**config.mk**
```make
export PLATFORM = sky130hd
export DESIGN_NAME = stcs_seq
export DESIGN_NICKNAME = d
export VERILOG_FILES = /design/src/design/stcs_pkg.sv /design/src/design/stcs_probe.sv /design/src/design/stcs_seq.sv
export VERILOG_INCLUDE_DIRS = /design/src /design/src/design
export SDC_FILE = /design/constraint.sdc
export NUM_CORES = 1
export LEC_CHECK = 0
export BUFFER_PORTS_ARGS = -buffer_cell sky130_fd_sc_hd__buf_4
export CAP_MARGIN = 40
export CORE_MARGIN = 2
export CORE_UTILIZATION = 30
export DETAILED_ROUTE_END_ITERATION = 6
export GPL_TIMING_DRIVEN = 0
export PLACE_DENSITY = 0.58
export SYNTH_ARGS = -nofsm -noshare
export SYNTH_HDL_FRONTEND = slang
export SYNTH_SLANG_ARGS = --single-unit
```
**constraint.sdc**
```tcl
create_clock -name clk -period 8.67 [get_ports clk]
set_input_delay 0.867 -clock clk [delete_from_list [all_inputs] [get_ports clk]]
set_output_delay 0.867 -clock clk [all_outputs]
set_load 0.005 [all_outputs]
```
**src/design/sorted_table_ceil_search_defines.svh**
```systemverilog
// ----------------------------------------------------------------------------
// sorted table ceiling search: assertion macros
// shared property shapes, clocked on clk and held off while rst_n is low
// ----------------------------------------------------------------------------
`ifndef SORTED_TABLE_CEIL_SEARCH_DEFINES_SVH
`define SORTED_TABLE_CEIL_SEARCH_DEFINES_SVH

// condition must hold on every enabled edge
`define STCS_ASSERT_ALWAYS(lbl, cond, msg) \
  lbl: assert property (@(posedge clk) disable iff (!rst_n) (cond)) else $error(msg);

// same-cycle implication
`define STCS_ASSERT_IMPL(lbl, ante, cons, msg) \
  lbl: assert property (@(posedge clk) disable iff (!rst_n) (ante) |-> (cons)) \
    else $error(msg);

// next-cycle implication
`define STCS_ASSERT_NEXT(lbl, ante, cons, msg) \
  lbl: assert property (@(posedge clk) disable iff (!rst_n) (ante) |=> (cons)) \
    else $error(msg);

`endif

```
**src/design/stcs_pkg.sv**
```systemverilog
// ----------------------------------------------------------------------------
// stcs_pkg
// shared constants and types of the sorted table ceiling search
// ----------------------------------------------------------------------------
package stcs_pkg;

  localparam int TABLE_DEPTH = 1024;
  localparam int IDX_W       = $clog2(TABLE_DEPTH);
  localparam int CNT_W       = $clog2(TABLE_DEPTH + 1);
  localparam int DATA_W      = 32;
  localparam int ACT_W       = 2;
  localparam int POS_W       = 10;

  typedef enum logic [ACT_W-1:0] {
    ACT_CLEAR  = 2'd0,
    ACT_APPEND = 2'd1,
    ACT_QUERY  = 2'd2
  } action_t;

  typedef enum logic [1:0] {
    ST_IDLE,
    ST_SEARCH,
    ST_DONE
  } seq_state_t;

  // query start request toward the sequencer
  typedef struct packed {
    logic                     start;
    logic signed [DATA_W-1:0] key;
    logic [CNT_W-1:0]         count;
  } seq_cmd_t;

  // sequencer status and result
  typedef struct packed {
    logic             busy;
    logic             done;
    logic             found;
    logic [IDX_W-1:0] idx;
  } seq_status_t;

  // one search step
  typedef struct packed {
    logic             gt;
    logic [CNT_W-1:0] lo_n;
    logic [CNT_W-1:0] hi_n;
    logic             more;
    logic [IDX_W-1:0] mid_n;
  } step_t;

endpackage

```
**src/design/stcs_probe.sv**
```systemverilog
// ----------------------------------------------------------------------------
// stcs_probe
// one binary search step: compare probed entry, narrow range, next probe
// ----------------------------------------------------------------------------
module stcs_probe
  import stcs_pkg::*;
(
  input  logic [CNT_W-1:0]         lo,
  input  logic [CNT_W-1:0]         hi,
  input  logic [IDX_W-1:0]         mid,
  input  logic signed [DATA_W-1:0] rd_data,
  input  logic signed [DATA_W-1:0] key,
  output step_t                    step
);

  logic [CNT_W-1:0] mid_ext;
  logic [CNT_W-1:0] span;

  always_comb begin
    mid_ext   = CNT_W'(mid);
    step.gt   = rd_data > key;
    // hi is exclusive: greater entry closes the range at mid
    if (step.gt) begin
      step.lo_n = lo;
      step.hi_n = mid_ext;
    end else begin
      step.lo_n = mid_ext + CNT_W'(1);
      step.hi_n = hi;
    end
    step.more  = step.lo_n < step.hi_n;
    span       = step.hi_n - step.lo_n - CNT_W'(1);
    step.mid_n = IDX_W'(step.lo_n + (span >> 1));
  end

endmodule

```
**src/design/stcs_seq.sv**
```systemverilog
// ----------------------------------------------------------------------------
// stcs_seq
// search sequencer: drives the table read port and a single probe unit used for every step
// ----------------------------------------------------------------------------
`include "sorted_table_ceil_search_defines.svh"

module stcs_seq
  import stcs_pkg::*;
(
  input  logic                     clk,
  input  logic                     rst_n,
  input  seq_cmd_t                 cmd,
  input  logic                     take,
  input  logic signed [DATA_W-1:0] rd_data,
  output logic [IDX_W-1:0]         rd_addr,
  output seq_status_t              status
);

  seq_state_t               state_r, state_nxt;
  logic [CNT_W-1:0]         lo_r, lo_nxt;
  logic [CNT_W-1:0]         hi_r, hi_nxt;
  logic [IDX_W-1:0]         mid_r, mid_nxt;
  logic signed [DATA_W-1:0] key_r, key_nxt;
  logic                     found_r, found_nxt;
  logic [IDX_W-1:0]         ans_r, ans_nxt;
  step_t                    step;

  stcs_probe u_probe (
    .lo      (lo_r),
    .hi      (hi_r),
    .mid     (mid_r),
    .rd_data (rd_data),
    .key     (key_r),
    .step    (step)
  );

  always_ff @(posedge clk) begin
    if (!rst_n) begin
      state_r <= ST_IDLE;
    end else begin
      state_r <= state_nxt;
    end
  end

  always_ff @(posedge clk) begin
    lo_r    <= lo_nxt;
    hi_r    <= hi_nxt;
    mid_r   <= mid_nxt;
    key_r   <= key_nxt;
    found_r <= found_nxt;
    ans_r   <= ans_nxt;
  end

  always_comb begin
    state_nxt = state_r;
    lo_nxt    = lo_r;
    hi_nxt    = hi_r;
    mid_nxt   = mid_r;
    key_nxt   = key_r;
    found_nxt = found_r;
    ans_nxt   = ans_r;
    unique case (state_r)
      ST_IDLE: begin
        if (cmd.start) begin
          lo_nxt    = '0;
          hi_nxt    = cmd.count;
          mid_nxt   = IDX_W'((cmd.count - CNT_W'(1)) >> 1);
          key_nxt   = cmd.key;
          found_nxt = 1'b0;
          ans_nxt   = '0;
          state_nxt = ST_SEARCH;
        end
      end
      ST_SEARCH: begin
        lo_nxt  = step.lo_n;
        hi_nxt  = step.hi_n;
        mid_nxt = step.mid_n;
        if (step.gt) begin
          found_nxt = 1'b1;
          ans_nxt   = mid_r;
        end
        if (!step.more) begin
          state_nxt = ST_DONE;
        end
      end
      ST_DONE: begin
        if (take) begin
          state_nxt = ST_IDLE;
        end
      end
      default: state_nxt = ST_IDLE;
    endcase
  end

  assign rd_addr      = mid_nxt;
  assign status.busy  = state_r != ST_IDLE;
  assign status.done  = state_r == ST_DONE;
  assign status.found = found_r;
  assign status.idx   = ans_r;

  `STCS_ASSERT_IMPL(a_range_open, state_r == ST_SEARCH, lo_r < hi_r, "search with empty range")
  `STCS_ASSERT_IMPL(a_probe_inside, state_r == ST_SEARCH,
                    (CNT_W'(mid_r) >= lo_r) && (CNT_W'(mid_r) < hi_r), "probe outside range")
  `STCS_ASSERT_IMPL(a_start_idle, cmd.start, state_r == ST_IDLE, "start while busy")
  `STCS_ASSERT_NEXT(a_take_idle, (state_r == ST_DONE) && take, state_r == ST_IDLE,
                    "result taken but not idle")

endmodule
```
==> metrics.txt <==
critical path class input port to output port; post-route antenna net violation count 0; Yosys reg bits 77; remaining global-route overflow 0; worst-margin pin slew 0.8424 ns; gpl congestion 0.8343; CP Launch Type input port; Rows 48; clock skew 0.009439 ns; DRC errors left 0; placed wire-length estimate 11.30 mm; Ys Warns 0; Worst R2R Path Depth 25; number of global-route vias before repair 4,447; HP Start state_r[1]$_SDFFE_PN0P_; Hold-fix buffers, CTS 0; die height 136.9 um; post-synthesis sequential area ratio 0.4139; PostCTS Resize Cnt 0; Crit. End Element output port; IO Count 102; CP arrival 7.34 ns; core area 17,300 sq um; P&R area growth vs syn 26.55%; pre-CTS WS 0.6466 ns; final core occ 0.3875; Placed Cells 867; leakage 3.002 nW; Reg clk slew, reported paths 0.07 ns; initial antenna violation count 0; Rel. slew slack 0.4239; RSZ-0062 raised after global routing no; clk root buf clkbuf_16; vias per std cell 4.982; Synth Instances 538; Skew-Pair Late Insertion Delay 0.35 ns; Hold Path Sink mid_r[5]$_DFF_P_; crit path from rd_data[14]; Final min period 8.210 ns; chip width 136.9 um; DP Area 6399 sq um; clock buffer depth 2; Post-CTS Setup Inserts 0; Yosys cell types 67; Initial DRC Count 238; mean post-synth cell area 9.844 sq um; top_reg_cell synth edfxtp_1; DR WL/cell 16.06 um; setup ws final 0.4603 ns; Post-synth EDFFs 65; Final Net Count 792; Antenna diodes 0; final setup fails 0; Fmax 0.1218 GHz; worst r2r src key_r[14]$_DFFE_PP_; die area 18,730 sq um; Min-Delay Path Depth 1; pwr/cell area 387.5 nW/um^2; Cell Area, Synth 5296 sq um; most common cell after layout, fill and taps aside buf_4; first-pass GRT wire length 21.80 mm; non-filler cells, final 883; starting density of the core 0.3062; DR pass1 iterations 5; via count 4,399; Reg2Reg Setup Slack 2.03 ns; Mapped Nets 677; gr usage total 0.1520; H-tree lvl count 3; layout cell share with drive strength beyond 1 0.2036; final hold violations 0; Final Instance Area 6703 sq um; port bufs 101; WL final 14.18 mm; commonest cells after routing, fill and taps aside 103 x buf_4, 65 x edfxtp_1, 64 x inv_1; Num CTS Buffers 9; Worst EP required 7.80 ns; Worst R2R End mid_r[9]$_DFF_P_; max cap viols 0; largest net degree at the start of global routing 20; Setup TNS 0 ns; async set-reset flop share out of synthesis 0; status completed; Hold Crit Class register to register; period utilization 0.9469; clock sinks 77; Max FO, Critical Path 10; Max VDD drop 0.0002169 V; Max Slew Vio Count 0; CTS tree built
==> worst max-delay path: stages <==
cell and delay [ns]:
buf_4 0.11, ha_1 0.31, and4_1 0.24, nor4bb_1 0.54
and3_1 0.35, a21o_1 0.20, inv_1 0.14, nand2_4 0.14
clkbuf_1 0.67, mux2i_1 0.46, inv_1 0.08, ha_1 0.35
nor3_1 0.21, nor2_1 0.06, o41a_1 0.15, xor2_1 0.17
ha_1 0.34, nand3_1 0.10, o2111ai_1 0.15, a41o_1 0.25
nor4_2 0.37, o31ai_1 0.22, o31a_1 0.28, xnor2_1 0.13
a21oi_1 0.27, buf_4 0.17
==> layout make-up <==
cell class,instances,area (sq um)
Buffer,12,48.80
Inverter,65,244.0
Sequential cell,77,2192
Fill cell,1756,10590
Multi-Input combinational cell,384,2811
Tap cell,225,281.5
Clock buffer,9,225.2
Clock inverter,7,78.83
Timing Repair Buffer,104,820.8
==> synthesized netlist by cell type (all sizes together) (3+ instances only) <==
master / count / area share
o21ai: 26 / 0.027
and4: 4 / 0.0066
o221ai: 5 / 0.0083
and2: 15 / 0.018
nor2: 38 / 0.027
o21bai: 4 / 0.0057
nand4: 7 / 0.0094
inv: 65 / 0.046
dfxtp: 12 / 0.045
edfxtp: 65 / 0.37
o21a: 5 / 0.0071
nor4: 6 / 0.0083
nand2: 41 / 0.030
a22oi: 3 / 0.0043
ha: 59 / 0.14
xor2: 12 / 0.020
and3: 4 / 0.0047
a21oi: 39 / 0.037
xnor2: 25 / 0.041
nor3: 7 / 0.0066
or3: 4 / 0.0047
nor2b: 7 / 0.0083
nand3: 11 / 0.010
nand2b: 8 / 0.0094
o22ai: 3 / 0.0035
mux2i: 11 / 0.023
a21o: 6 / 0.0085
clkbuf: 10 / 0.0071
==> worst max-delay path by stage <==
stage	end	slack, ns	cells after the start
finish	rd_addr[9]	0.46	26
global placement	rd_addr[9]	0.75	24
detailed placement	rd_addr[9]	0.65	26
global route	rd_addr[9]	0.16	26
floorplan	rd_addr[9]	2.09	22
CTS	rd_addr[9]	0.62	26
==> report_power, final <==
part	leakage (nW)	internal (mW)	total [mW]	switching, mW
clock network	0.153	0.228	0.398	0.170
logic	2.11	0.699	1.63	0.928
registers	0.741	0.510	0.571	0.0617
==> cell families after synthesis <==
kind of cell / after synthesis / share of synthesized area
mux: 12 / 0.02528
buf+inv: 77 / 0.05528
xor+xnor: 37 / 0.06119
simple gates: 158 / 0.1531
flops: 77 / 0.4139
fa+ha+maj: 62 / 0.1469
compound gates: 115 / 0.1443
==> sequential cells by signal, summed over array words and instances, names as in the netlist <==
| name | count |
|---|---|
| key_r | 32 |
| hi_r | 11 |
| lo_r | 11 |
| ans_r | 10 |
| mid_r | 10 |
| state_r | 2 |
| found_r | 1 |
==> per-layer routing <==
layer	wire, um	up-vias	track usage
met1	6248	2078	0.1921
met5	0	-	0
met3	946	24	0.03222
met4	256	0	0.04983
li1	-	2152	-
met2	6732	145	0.2583
==> through the flow <==
step           hold slack, ns  power [mW]
3_3_place_gp           0.5872       2.146
4_1_cts                0.6024       2.614
3_5_place_dp           0.5923       2.202
2_1_floorplan          0.5298       1.682
5_1_grt                0.6193       2.801
6_report               0.6020       2.597
No activity file was read; power rests on OpenSTA's default activity.
